[src/design/wlfa_pkg.sv]
// Shared types, constants and helper functions of the line-fit accumulator.
package wlfa_pkg;

   localparam logic [1:0] OP_CLEAR        = 2'd0;
   localparam logic [1:0] OP_ADD          = 2'd1;
   localparam logic [1:0] OP_ADD_IMPLICIT = 2'd2;
   localparam logic [1:0] OP_REPORT       = 2'd3;

   localparam logic [7:0]  DIV_STEPS_INT  = 8'd128;
   localparam logic [7:0]  DIV_STEPS_FRAC = 8'd144;
   localparam logic [2:0]  MUL_LAST       = 3'd4;
   localparam logic [4:0]  SQRT_LAST      = 5'd31;
   localparam logic [63:0] SQRT_TOP       = 64'h4000_0000_0000_0000;
   localparam logic [32:0] IMPLICIT_LIMIT = 33'd32767;

   typedef struct packed {
      logic [1:0]         op;
      logic signed [31:0] x_value;
      logic signed [31:0] y_value;
      logic [15:0]        sample_weight;
   } wlfa_req_type;

   typedef struct packed {
      logic signed [31:0] slope;
      logic signed [31:0] intercept;
      logic signed [31:0] mid_range_value;
      logic [31:0]        peak_residual;
      logic [31:0]        rms_residual;
      logic [31:0]        sample_count;
      logic               flat_fit;
      logic               no_weight;
   } wlfa_rsp_type;

   typedef enum logic [4:0] {
      ST_IDLE, ST_ACCUM,
      ST_WX, ST_WY, ST_XX, ST_WXX, ST_XY, ST_WXY,
      ST_D1, ST_D2, ST_N1, ST_N2, ST_SLOPE, ST_ICM, ST_ICD,
      ST_RES, ST_SQ, ST_TERM, ST_RMSD, ST_SQRT, ST_MIDM, ST_DONE
   } wlfa_state_type;

   function automatic logic signed [63:0] sat_add64(input logic signed [63:0] a,
                                                    input logic signed [63:0] b);
      logic signed [64:0] s;
      s = {a[63], a} + {b[63], b};
      if (s[64] != s[63]) begin
         sat_add64 = s[64] ? 64'sh8000_0000_0000_0000 : 64'sh7FFF_FFFF_FFFF_FFFF;
      end else begin
         sat_add64 = s[63:0];
      end
   endfunction

   function automatic logic signed [31:0] div_clamp(input logic [63:0] q, input logic neg);
      if (neg) begin
         if (q >= 64'h8000_0000) begin
            div_clamp = 32'sh8000_0000;
         end else begin
            div_clamp = $signed(32'd0 - q[31:0]);
         end
      end else begin
         if (q > 64'h7FFF_FFFF) begin
            div_clamp = 32'sh7FFF_FFFF;
         end else begin
            div_clamp = $signed(q[31:0]);
         end
      end
   endfunction

   function automatic logic signed [31:0] clamp32(input logic signed [63:0] v);
      if (v > 64'sh7FFF_FFFF) begin
         clamp32 = 32'sh7FFF_FFFF;
      end else if (v < -64'sh8000_0000) begin
         clamp32 = 32'sh8000_0000;
      end else begin
         clamp32 = v[31:0];
      end
   endfunction

endpackage

[src/design/wlfa_mul.sv]
// Sequential signed 64x64 multiplier built from four 32x32 partial products.
module wlfa_mul import wlfa_pkg::*; (
   input  logic                clock,
   input  logic                reset,
   input  logic                start,
   input  logic signed [63:0]  a,
   input  logic signed [63:0]  b,
   output logic                done,
   output logic signed [127:0] prod
);

   logic         busy_ff;
   logic         done_ff;
   logic [2:0]   cnt_ff;
   logic [63:0]  ma_ff;
   logic [63:0]  mb_ff;
   logic         neg_ff;
   logic [63:0]  pp_ff;
   logic [1:0]   sh_ff;
   logic         pv_ff;
   logic [127:0] acc_ff;

   logic [63:0]  a_mag;
   logic [63:0]  b_mag;
   logic [31:0]  ha;
   logic [31:0]  hb;
   logic [63:0]  pp_now;
   logic [127:0] pp_wide;

   assign a_mag   = a[63] ? 64'(-a) : a;
   assign b_mag   = b[63] ? 64'(-b) : b;
   assign ha      = cnt_ff[1] ? ma_ff[63:32] : ma_ff[31:0];
   assign hb      = cnt_ff[0] ? mb_ff[63:32] : mb_ff[31:0];
   assign pp_now  = ha * hb;
   assign pp_wide = {64'd0, pp_ff} << {sh_ff, 5'd0};

   always_ff @(posedge clock) begin
      if (reset) begin
         busy_ff <= 1'b0;
         done_ff <= 1'b0;
      end else begin
         done_ff <= 1'b0;
         if (start) begin
            busy_ff <= 1'b1;
         end else if (busy_ff && cnt_ff == MUL_LAST) begin
            busy_ff <= 1'b0;
            done_ff <= 1'b1;
         end
      end
   end

   always_ff @(posedge clock) begin
      if (start) begin
         ma_ff  <= a_mag;
         mb_ff  <= b_mag;
         neg_ff <= a[63] ^ b[63];
         acc_ff <= '0;
         cnt_ff <= '0;
         pv_ff  <= 1'b0;
      end else if (busy_ff) begin
         cnt_ff <= cnt_ff + 3'd1;
         pv_ff  <= (cnt_ff != MUL_LAST);
         pp_ff  <= pp_now;
         sh_ff  <= {1'b0, cnt_ff[1]} + {1'b0, cnt_ff[0]};
         if (pv_ff) begin
            acc_ff <= acc_ff + pp_wide;
         end
      end
   end

   assign done = done_ff;
   assign prod = neg_ff ? $signed(128'd0 - acc_ff) : $signed(acc_ff);

endmodule

[config.mk]
export PLATFORM = sky130hd
export DESIGN_NAME = wlfa_mul
export DESIGN_NICKNAME = d
export VERILOG_FILES = /design/src/design/wlfa_pkg.sv /design/src/design/wlfa_mul.sv
export SDC_FILE = /design/constraint.sdc
export NUM_CORES = 2
export LEC_CHECK = 0
export ABC_AREA = 1
export BUFFER_PORTS_ARGS = -buffer_cell sky130_fd_sc_hd__buf_4
export CORE_MARGIN = 3
export CORE_UTILIZATION = 45
export CTS_CLUSTER_SIZE = 24
export DETAILED_ROUTE_END_ITERATION = 8
export GPL_TIMING_DRIVEN = 0
export SLEW_MARGIN = 15
export SYNTH_ARGS = -nofsm -noshare
export SYNTH_HDL_FRONTEND = slang
export SYNTH_SLANG_ARGS = --single-unit
[constraint.sdc]
create_clock -name clock -period 8.7 [get_ports clock]
set_input_delay 1.74 -clock clock [delete_from_list [all_inputs] [get_ports clock]]
set_output_delay 1.74 -clock clock [all_outputs]
set_load 0.02 [all_outputs]
==> run summary <==
The final setup slack of the worst path is 0.0496 ns. The flow ran to the end, and the final reports show no timing, DRC or antenna violations. The share of layout cells above drive strength 1 came out at 0.0712. Counting the fill cells in the layout gives around 16000.

At the later pin of the worst-skew pair, clock insertion delay measures 0.64 ns. The floorplan core area came out at 150000 µm². The number of violations reported at the end of detailed-routing iteration 0 is a little under 7000.

The via count of the first global-routing pass came out at about 69000. The instance count of the mapped netlist is between 10000 and 15000. STA classifies the critical path startpoint as a register. The clock-pin slew on the worst setup and hold paths is around 0.060 ns.

In this run the worst hold path is classified as register to register. In this run the critical register-to-register path is launched from cnt_ff[0]. The share of flip-flops with an asynchronous set or reset after synthesis came out at 0. The placed standard-cell area came out at 72800 µm². At the worst endpoint, the required time is 9.11 ns. After detailed routing, the number of remaining DRC violations is 0. The horizontal die dimension came out at 395 µm.

The final number of max-transition violations is 0. The part of the cycle the worst path needs came out at 0.994. Relative to the synthesized area, the layout overhead comes to 10.8%. The final setup violation count is 0. The post-cts hold buffer count is 0.

The initial antenna violation count came out at 13. The worst hold path begins at pv_ff. The worst relative slew slack is 0.0266.

The clock period minus worst slack came out at 8.65 ns. The remaining global-route overflow is 0. The number of enable-type register cells in the synthesized netlist came out at around 200. The number of I/O port buffers came out at 257.

In this run the clock root is driven by a sky130_fd_sc_hd__clkbuf_16. The first global-routing pass estimated 478000 µm of wire. The number of cells in the finished layout apart from fillers came out at 12600. The number of top-level pins is 260. The number of unique standard cell types used by synthesis is 53. The die covers 156000 µm². The maximum clock skew at final layout is 0.0359 ns.

Setup repair after global routing could not meet its margin everywhere. The count of H-tree levels built during CTS is 2. For this run, the number of Yosys warnings is 0. The final layout contains routed wiring with a total length of 339000 µm. The maximum clock frequency is 116 MHz. Counting the buffers created by CTS gives 41. The flop and latch count out of synthesis came out at 329. The number of hold-slack violations in the final timing report is 0. The routability congestion estimate is roughly 1.2.

The signal arrival time at the worst endpoint came out at 9.06 ns. The number of nets produced by synthesis came out at between 10000 and 15000. The initial core utilization came out at 0.453. The mean number of vias per cell came out at 5.44. The die is 395 µm tall. The worst slack at placement came out at -2.04 ns.

Along the worst path, the maximum fanout reaches 15. The floorplan row count is roughly 140. The count of placed standard cells including taps came out at 12500. At the pin with the least slew margin, the transition time is 1.44 ns. The final instance area is about 75000 µm². The global-route usage over all layers is 0.430. Entering global routing, the biggest net connects 68 pins. By startpoint and endpoint, the worst setup path is classified as register to register. The detailed placer's ending HPWL is between 200000 and 300000 µm.

After synthesis, the mean cell area works out to 6.65 µm². The largest buffer count on any clock path came out at 3. The count of max-cap constraint violations is 0. The most used flip-flop cell after synthesis is sky130_fd_sc_hd__edfxtp_1. The synthesized area is 68000 µm². The worst setup path is captured at a register. The final design utilization is 0.502. The via count of the routed design is 68700. The share of the yosys chip area belonging to registers came out at 0.126. The number of optimization iterations in the first detailed-route pass came out at 7.

In this run the worst setup path begins at cnt_ff[0]. The total number of nets in the final design is 12000. TritonCTS built the clock tree. Dividing the detail-routed wire length by the instance count gives between 20 and 30 µm. The CTS sink count came out at roughly 330.

The count of antenna-violating nets left after detailed routing is 0.
## cells in the final DEF, fill, tap and decap left out, types with 128 or more instances in the layout
master and count:
sky130_fd_sc_hd__nand2_1 2628, sky130_fd_sc_hd__inv_1 2361, sky130_fd_sc_hd__nor2_1 1483, sky130_fd_sc_hd__fa_1 894
sky130_fd_sc_hd__ha_1 394, sky130_fd_sc_hd__buf_4 330, sky130_fd_sc_hd__nand3_1 308, sky130_fd_sc_hd__a21oi_1 306
sky130_fd_sc_hd__xor2_1 300, sky130_fd_sc_hd__o21ai_0 286, sky130_fd_sc_hd__edfxtp_1 195, sky130_fd_sc_hd__dfxtp_1 132
sky130_fd_sc_hd__nand4_1 128
## logic make-up after synthesis
kind of cell    share of synthesized area
simple gates                        0.285
buf+inv                             0.148
fa+ha+maj                           0.337
compound gates                     0.0601
xor+xnor                           0.0447
flops                               0.126
## routing by layer
metal / wire [µm] / track usage
met3: 31300 / 0.0906
met4: 39700 / 0.390
met1: 118000 / 0.484
met2: 150000 / 0.686
met5: 80 / 0
## worst max-delay path, cell delays in order, from the launching register on
cell                       delay (ns)
sky130_fd_sc_hd__dfxtp_4         0.40
sky130_fd_sc_hd__clkbuf_4        0.27
sky130_fd_sc_hd__o21ai_4         0.74
sky130_fd_sc_hd__inv_1           0.60
sky130_fd_sc_hd__nand2_1         0.24
sky130_fd_sc_hd__fa_1            0.46
sky130_fd_sc_hd__fa_1            0.51
sky130_fd_sc_hd__inv_1           0.05
sky130_fd_sc_hd__fa_1            0.52
sky130_fd_sc_hd__inv_1           0.07
sky130_fd_sc_hd__fa_1            0.50
sky130_fd_sc_hd__fa_1            0.44
sky130_fd_sc_hd__fa_1            0.67
sky130_fd_sc_hd__inv_1           0.08
sky130_fd_sc_hd__ha_1            0.28
sky130_fd_sc_hd__ha_1            0.28
sky130_fd_sc_hd__ha_1            0.50
sky130_fd_sc_hd__nand2_1         0.16
sky130_fd_sc_hd__a21oi_1         0.14
sky130_fd_sc_hd__nor2_1          0.06
sky130_fd_sc_hd__o21ai_0         0.52
sky130_fd_sc_hd__nand3_1         0.14
sky130_fd_sc_hd__nand4_1         0.23
sky130_fd_sc_hd__a21oi_1         0.08
sky130_fd_sc_hd__nand2_1         0.11
sky130_fd_sc_hd__xor2_2          0.29
## cell usage after synthesis, drive strengths merged, types with 69 or more instances
master	instances	area [µm²]
nand2	2637	9920
inv	2384	8950
nor2	1505	5710
fa	897	18000
ha	395	4940
o21ai	364	1870
a21oi	312	1570
nand3	312	1570
xor2	302	2650
clkbuf	230	863
edfxtp	195	5860
dfxtp	134	2680
nand4	130	835
nor3	110	567
or2	69	432
## worst paths after layout
kind / to / slack, ns / depth (start not counted)
worst max-delay path: pp_ff[63] / 0.05 / 25
worst min-delay path: pv_ff / 0.48 / 2
worst max register to register: pp_ff[63] / 0.05 / 25
worst min register to register: pv_ff / 0.48 / 2
## per-stage QoR
stage,hold slack (ns),TNS [ns]
4_1_cts,0.475,-0.0160
6_report,0.476,0
3_5_place_dp,0.465,-51.10
2_1_floorplan,0.446,0
3_3_place_gp,0.452,-75.20
5_1_grt,0.502,-0.0780
## layout make-up
type	count	area [µm²]	area share
antenna	4	10.0	0.000133
buffer	262	1380	0.0184
clock buffer	47	1080	0.0143
clock inverter	27	297	0.00394
inverter	2401	9080	0.121
multi-input combinational	7222	49900	0.663
sequential	329	8550	0.113
tap	2016	2520	0.0335
timing repair buffer	316	2480	0.0329
timing repair inverter	1	5.00	0.0000664
## registers in the layout, indices dropped and copies added (netlist names)
register and count:
acc_ff 128, ma_ff 64, mb_ff 64, pp_ff 64, cnt_ff 3, sh_ff 2
busy_ff 1, done 1, neg_ff 1, pv_ff 1
## timing repair
action | 4_1_cts | 5_1_grt
setup buffers | 5 | 32
resized for setup | 235 | 213
endpoints found under the setup margin | 46 | 36
pin swaps | 2 | 7
cloned | 0 | 1
Power is not shown: default switching activity piles up to over one toggle a cycle in this logic, so the estimate is an artifact.
