File: src/design/wlfa_pkg.sv
// Shared types, constants and helper functions of the line-fit accumulator.
package wlfa_pkg;

   localparam logic [1:0] OP_CLEAR        = 2'd0;
   localparam logic [1:0] OP_ADD          = 2'd1;
   localparam logic [1:0] OP_ADD_IMPLICIT = 2'd2;
   localparam logic [1:0] OP_REPORT       = 2'd3;

   localparam logic [7:0]  DIV_STEPS_INT  = 8'd128;
   localparam logic [7:0]  DIV_STEPS_FRAC = 8'd144;
   localparam logic [2:0]  MUL_LAST       = 3'd4;
   localparam logic [4:0]  SQRT_LAST      = 5'd31;
   localparam logic [63:0] SQRT_TOP       = 64'h4000_0000_0000_0000;
   localparam logic [32:0] IMPLICIT_LIMIT = 33'd32767;

   typedef struct packed {
      logic [1:0]         op;
      logic signed [31:0] x_value;
      logic signed [31:0] y_value;
      logic [15:0]        sample_weight;
   } wlfa_req_type;

   typedef struct packed {
      logic signed [31:0] slope;
      logic signed [31:0] intercept;
      logic signed [31:0] mid_range_value;
      logic [31:0]        peak_residual;
      logic [31:0]        rms_residual;
      logic [31:0]        sample_count;
      logic               flat_fit;
      logic               no_weight;
   } wlfa_rsp_type;

   typedef enum logic [4:0] {
      ST_IDLE, ST_ACCUM,
      ST_WX, ST_WY, ST_XX, ST_WXX, ST_XY, ST_WXY,
      ST_D1, ST_D2, ST_N1, ST_N2, ST_SLOPE, ST_ICM, ST_ICD,
      ST_RES, ST_SQ, ST_TERM, ST_RMSD, ST_SQRT, ST_MIDM, ST_DONE
   } wlfa_state_type;

   function automatic logic signed [63:0] sat_add64(input logic signed [63:0] a,
                                                    input logic signed [63:0] b);
      logic signed [64:0] s;
      s = {a[63], a} + {b[63], b};
      if (s[64] != s[63]) begin
         sat_add64 = s[64] ? 64'sh8000_0000_0000_0000 : 64'sh7FFF_FFFF_FFFF_FFFF;
      end else begin
         sat_add64 = s[63:0];
      end
   endfunction

   function automatic logic signed [31:0] div_clamp(input logic [63:0] q, input logic neg);
      if (neg) begin
         if (q >= 64'h8000_0000) begin
            div_clamp = 32'sh8000_0000;
         end else begin
            div_clamp = $signed(32'd0 - q[31:0]);
         end
      end else begin
         if (q > 64'h7FFF_FFFF) begin
            div_clamp = 32'sh7FFF_FFFF;
         end else begin
            div_clamp = $signed(q[31:0]);
         end
      end
   endfunction

   function automatic logic signed [31:0] clamp32(input logic signed [63:0] v);
      if (v > 64'sh7FFF_FFFF) begin
         clamp32 = 32'sh7FFF_FFFF;
      end else if (v < -64'sh8000_0000) begin
         clamp32 = 32'sh8000_0000;
      end else begin
         clamp32 = v[31:0];
      end
   endfunction

endpackage

File: src/design/wlfa_div.sv
// Restoring divider, one quotient bit a cycle, quotient saturating at 64 bits.
module wlfa_div import wlfa_pkg::*; (
   input  logic         clock,
   input  logic         reset,
   input  logic         start,
   input  logic [127:0] dividend,
   input  logic [127:0] divisor,
   input  logic         frac_mode,
   output logic         done,
   output logic [63:0]  quotient
);

   logic         busy_ff;
   logic         done_ff;
   logic [7:0]   cnt_ff;
   logic [127:0] dd_ff;
   logic [127:0] rem_ff;
   logic [127:0] dv_ff;
   logic [63:0]  q_ff;
   logic         sat_ff;

   logic [128:0] rem_sh;
   logic [128:0] rem_diff;
   logic         take;

   assign rem_sh   = {rem_ff, dd_ff[127]};
   assign rem_diff = rem_sh - {1'b0, dv_ff};
   assign take     = rem_sh >= {1'b0, dv_ff};

   always_ff @(posedge clock) begin
      if (reset) begin
         busy_ff <= 1'b0;
         done_ff <= 1'b0;
      end else begin
         done_ff <= 1'b0;
         if (start) begin
            busy_ff <= 1'b1;
         end else if (busy_ff && cnt_ff == 8'd1) begin
            busy_ff <= 1'b0;
            done_ff <= 1'b1;
         end
      end
   end

   always_ff @(posedge clock) begin
      if (start) begin
         cnt_ff <= frac_mode ? DIV_STEPS_FRAC : DIV_STEPS_INT;
         dd_ff  <= dividend;
         dv_ff  <= divisor;
         rem_ff <= '0;
         q_ff   <= '0;
         sat_ff <= 1'b0;
      end else if (busy_ff) begin
         cnt_ff <= cnt_ff - 8'd1;
         dd_ff  <= {dd_ff[126:0], 1'b0};
         sat_ff <= sat_ff | q_ff[63];
         q_ff   <= {q_ff[62:0], take};
         rem_ff <= take ? rem_diff[127:0] : rem_sh[127:0];
      end
   end

   assign done     = done_ff;
   assign quotient = sat_ff ? '1 : q_ff;

endmodule

File: config.mk
export PLATFORM = sky130hd
export DESIGN_NAME = wlfa_div
export DESIGN_NICKNAME = d
export VERILOG_FILES = /design/src/design/wlfa_pkg.sv /design/src/design/wlfa_div.sv
export SDC_FILE = /design/constraint.sdc
export NUM_CORES = 1
export LEC_CHECK = 0
export BUFFER_PORTS_ARGS = -buffer_cell sky130_fd_sc_hd__buf_2
export CAP_MARGIN = 20
export CORE_ASPECT_RATIO = 1.5
export CORE_MARGIN = 5
export CORE_UTILIZATION = 60
export CTS_CLUSTER_SIZE = 12
export DETAILED_ROUTE_END_ITERATION = 7
export PLACE_DENSITY = 0.82
export SETUP_SLACK_MARGIN = 0.2
export SLEW_MARGIN = 25
export SYNTH_ARGS = -nofsm -noshare
export SYNTH_HDL_FRONTEND = slang
export SYNTH_SLANG_ARGS = --single-unit
export TNS_END_PERCENT = 20
File: constraint.sdc
create_clock -name clock -period 6.9 [get_ports clock]
set_input_delay 0.69 -clock clock [delete_from_list [all_inputs] [get_ports clock]]
set_output_delay 0.69 -clock clock [all_outputs]
set_load 0.01 [all_outputs]
==> results summary <==
The CTS buffer count came out at 46. The biggest area consumer among synthesized cells is sky130_fd_sc_hd__edfxtp_1. The min-delay analysis places its worst path in the category in -> reg. The share of synthesized area in the top cell type comes to between 20% and 30%.

The chip width came out at 182 µm. The number of nets with antenna violations after detailed routing came out at 0. The largest net degree at the start of global routing came out at 133. The combinational share of power is 22.0%. Of the total power, the share spent switching nets is 29.8%. The number of iterations in the first detailed-routing pass came out at 8.

The insertion delay to the later sink of the worst-skew pair came out at around 0.57 ns. The filler cells instantiated in the layout total 3530. The routed layout has 22300 vias. In this run the power spent charging and discharging nets is 2.14 mW. The initial antenna violation count came to 4.

The cell count after synthesis came out at 2850. The simple-gate portion of the synthesized area is 15.3%. Headroom to the max-slew limit came out at 25.1%.

The number of flops mapped to enable cells by yosys is 264. In this run the core area contains 94 standard-cell rows. The total of hold buffers inserted after clock tree synthesis came out at 0.

The fraction of final layout cells with drive strength greater than 1 came out at about a fifth. The effective utilization at floorplan is 60.6%. The synthesized-area fraction occupied by ao, oa, aoi and oai cells is 17.5%. The total placed cells including tap cells is 3603. In this run the standard cell core region covers 0.0440 mm². The data arrival time of the worst path came out at 5.12 ns. Summing every instance area after synthesis gives 0.0267 mm². The first-pass GRT wire length came out at 115000 µm. The data required time of the worst path is 7.36 ns. The routed wire length is 72400 µm. The number of global-route vias before repair came out at roughly 23000. The final reports fail on DRC. Setup repair after global routing left no endpoint under its margin.

The setup total negative slack is 0 ns. The share of the cycle needed by the critical path after routing is about two thirds. The remaining design rule violation count is 6. Across the VDD grid, the largest voltage drop is 252 µV.

The post-synth net total is between 3000 and 4000. The largest family of logic cells by synthesized area is compound AO/OA/AOI/OAI gates. The final-report setup violation count is 0. The total clock sinks is between 400 and 500. STA classifies the critical path endpoint as a flop. The commonest cells after synthesis are sky130_fd_sc_hd__nand2_1, sky130_fd_sc_hd__nor2_1, sky130_fd_sc_hd__edfxtp_1, sky130_fd_sc_hd__a21oi_1, sky130_fd_sc_hd__dfxtp_1. The internal cell power is 5.06 mW. At the pin with the least slew margin, the transition time is about 1.1 ns.

The dominant register cell in the synthesized netlist is sky130_fd_sc_hd__edfxtp_1. The async set-or-reset flop fraction in the synthesized netlist came out at 0%. STA classifies the critical path startpoint as a flop. The count of nets after finishing is ~3500. The top-level I/O count came out at 325. Dividing the detail-routed wire length by the instance count gives 19.6 µm. Among all cell types in the netlist, the one instantiated most often is sky130_fd_sc_hd__nand2_1. The post-cts gate resize count is 0.

After global routing the overflow that remains totals 0. The number of non-filler instances in the completed layout is 3691. Registers are responsible for between 40% and 50% of the overall power.

The number of max-slew violations in the final report is 0. The leakage power is 12.6 nW. Power spread over the standard cell area amounts to approximately 240 mW/mm². The flow ran to the end, but the final reports show violations.

The placed wire-length estimate after detailed placement came out at 52900 µm. The parity-gate share of the synthesized area counting xor and xnor cells is 3.84%. The relative contribution of the clock network to total power came out at 32.9%. The clock transition at the registers of the reported paths came out at 0.06 ns. The synthesized flop and latch total came out at 459. The highest attainable clock frequency is 0.215 GHz. The total of buffers placed on input and output ports came out at about 320. The placer congestion estimate is about 0.97. Global routing used 28.5% of the available tracks across all layers. The number of setup buffers added after CTS is 0. Across the routed clock network, the largest skew measured is 0.0113 ns. After Yosys synthesis, full adders, half adders and majority gates account for between 6 and 7% of the synthesized area. The number of design-rule violations left by the first detailed-router iteration came out at 1717.

The average instance in the mapped netlist occupies 9.36 µm². The reported max-cap violation count is 0. The Yosys warning count came out at 0. Relative to the synthesized area, the layout overhead comes to 12.2%. TritonCTS built the clock tree. The final period demand of the worst path came out at 4.66 ns. Counting along the longest clock path gives a buffer depth of 3. The root buffer cell chosen for the clock tree is sky130_fd_sc_hd__clkbuf_16. The total number of H-tree levels came out at 2. The share of synthesized area spent on multiplexers is 8.03%. In the routed layout, each cell is associated on average with a via count of ~6. The count of different cell masters after synthesis is 80. The top fanout value on the critical path is 5. Ranked by total cell area, the synthesized netlist is headed by sky130_fd_sc_hd__edfxtp_1, sky130_fd_sc_hd__dfxtp_1, sky130_fd_sc_hd__ha_1. The die covers approximately 0.049 mm².

The critical path is of the reg -> reg type. The floorplan die height is approximately 270 µm. The share of synthesized area occupied by flip-flops and latches came out at 44.4%.

The final hold violation count came to 0.
-- power groups by stage --
| stage | combinational (mW) | sequential (mW) | clock [mW] |
|---|---|---|---|
| after floorplan | 1.15 | 3.26 | 0 |
| after global placement | 1.52 | 3.28 | 0 |
| after detailed placement | 1.55 | 3.30 | 0 |
| after CTS | 1.56 | 3.24 | 2.42 |
| after global routing | 1.74 | 3.26 | 2.55 |
| final | 1.58 | 3.24 | 2.37 |
-- cell families after synthesis --
| kind of cell | count (synthesis) |
|---|---|
| XOR/XNOR | 117 |
| flip-flops | 459 |
| AND/OR/NAND/NOR | 905 |
| AO/OA/AOI/OAI | 715 |
| adder cells (fa/ha/maj) | 131 |
| buffers and inverters | 325 |
| multiplexers | 198 |
-- final timing paths --
check | from | end | slack, ns | depth (start not counted)
worst min register to register | sat_ff | sat_ff | 0.49 | 2
worst max-delay path | dv_ff[0] | rem_ff[62] | 2.24 | 14
worst min-delay path | divisor[74] | dv_ff[74] | 0.30 | 1
worst max register to register | dv_ff[0] | rem_ff[62] | 2.24 | 14
-- per-layer routing --
| metal | part of all wire [%] | wire [µm] | vias to the layer above | global-route usage [%] |
|---|---|---|---|---|
| met5 | 0.015 | 11 | - | 0 |
| met4 | 5.3 | 3830 | 2 | 13.8 |
| met3 | 5.9 | 4270 | 225 | 4.35 |
| met2 | 51 | 37200 | 813 | 52.6 |
| met1 | 37 | 27100 | 10500 | 32.0 |
| li1 | - | - | 10700 | - |
-- critical path, stage by stage, from the launching register on --
cell and delay, ns:
sky130_fd_sc_hd__edfxtp_1 0.41, sky130_fd_sc_hd__ha_1 0.23, sky130_fd_sc_hd__fa_1 0.39, sky130_fd_sc_hd__nor2b_1 0.24
sky130_fd_sc_hd__o2111ai_1 0.17, sky130_fd_sc_hd__a211oi_1 0.33, sky130_fd_sc_hd__o211ai_1 0.18, sky130_fd_sc_hd__a21oi_1 0.49
sky130_fd_sc_hd__nor2_1 0.23, sky130_fd_sc_hd__o21bai_1 0.57, sky130_fd_sc_hd__a21boi_0 0.41, sky130_fd_sc_hd__o21bai_1 0.36
sky130_fd_sc_hd__xor2_1 0.17, sky130_fd_sc_hd__mux2i_1 0.10, sky130_fd_sc_hd__a211oi_1 0.29
-- layout by cell type, fill, tap and decap left out, drive strengths merged, types with 19 or more instances in the layout --
cell type and instances:
xnor2 67, ha 130, edfxtp 264, inv 165, mux2 127, o21bai 37
nand2 338, dfxtp 195, nand4 66, and3 19, nor3 30, mux2i 71
nor2 277, buf 338, o21a 28, a21o 53, xor2 50, a21oi 231
clkbuf 76, nand3 29, a311oi 82, or2 72, o21ai 152
-- stage by stage --
step / hold WS, ns / power [mW] / cell area [µm²] / util, % / setup slack [ns]
final: 0.297 / 7.20 / 29900 / 68.0 / 2.24
after global routing: 0.277 / 7.55 / 29900 / 68.0 / 2.01
after CTS: 0.274 / 7.22 / 29900 / 67.9 / 2.33
after floorplan: 0.453 / 4.41 / 26700 / - / 2.44
after detailed placement: 0.478 / 4.84 / 28500 / 64.8 / 2.40
after global placement: 0.465 / 4.81 / 28500 / 64.8 / 2.41
-- final cells by class --
| type | instances | area, µm² | share of cell area [%] |
|---|---|---|---|
| well taps | 576 | 721 | 2.41 |
| repair buffers | 338 | 1760 | 5.87 |
| multi-input cells | 2066 | 13600 | 45.4 |
| clock buffers | 76 | 1290 | 4.33 |
| clock inverters | 8 | 95.1 | 0.318 |
| diodes | 4 | 10.0 | 0.0335 |
| inverters | 164 | 618 | 2.07 |
| flip-flops and latches | 459 | 11800 | 39.6 |
-- sequential cells by signal, indices dropped and copies added (netlist names) --
signal	flops
cnt_ff	8
q_ff	64
done	1
busy_ff	1
sat_ff	1
dv_ff	128
dd_ff	128
rem_ff	128
(Power assumes the default switching activity.)
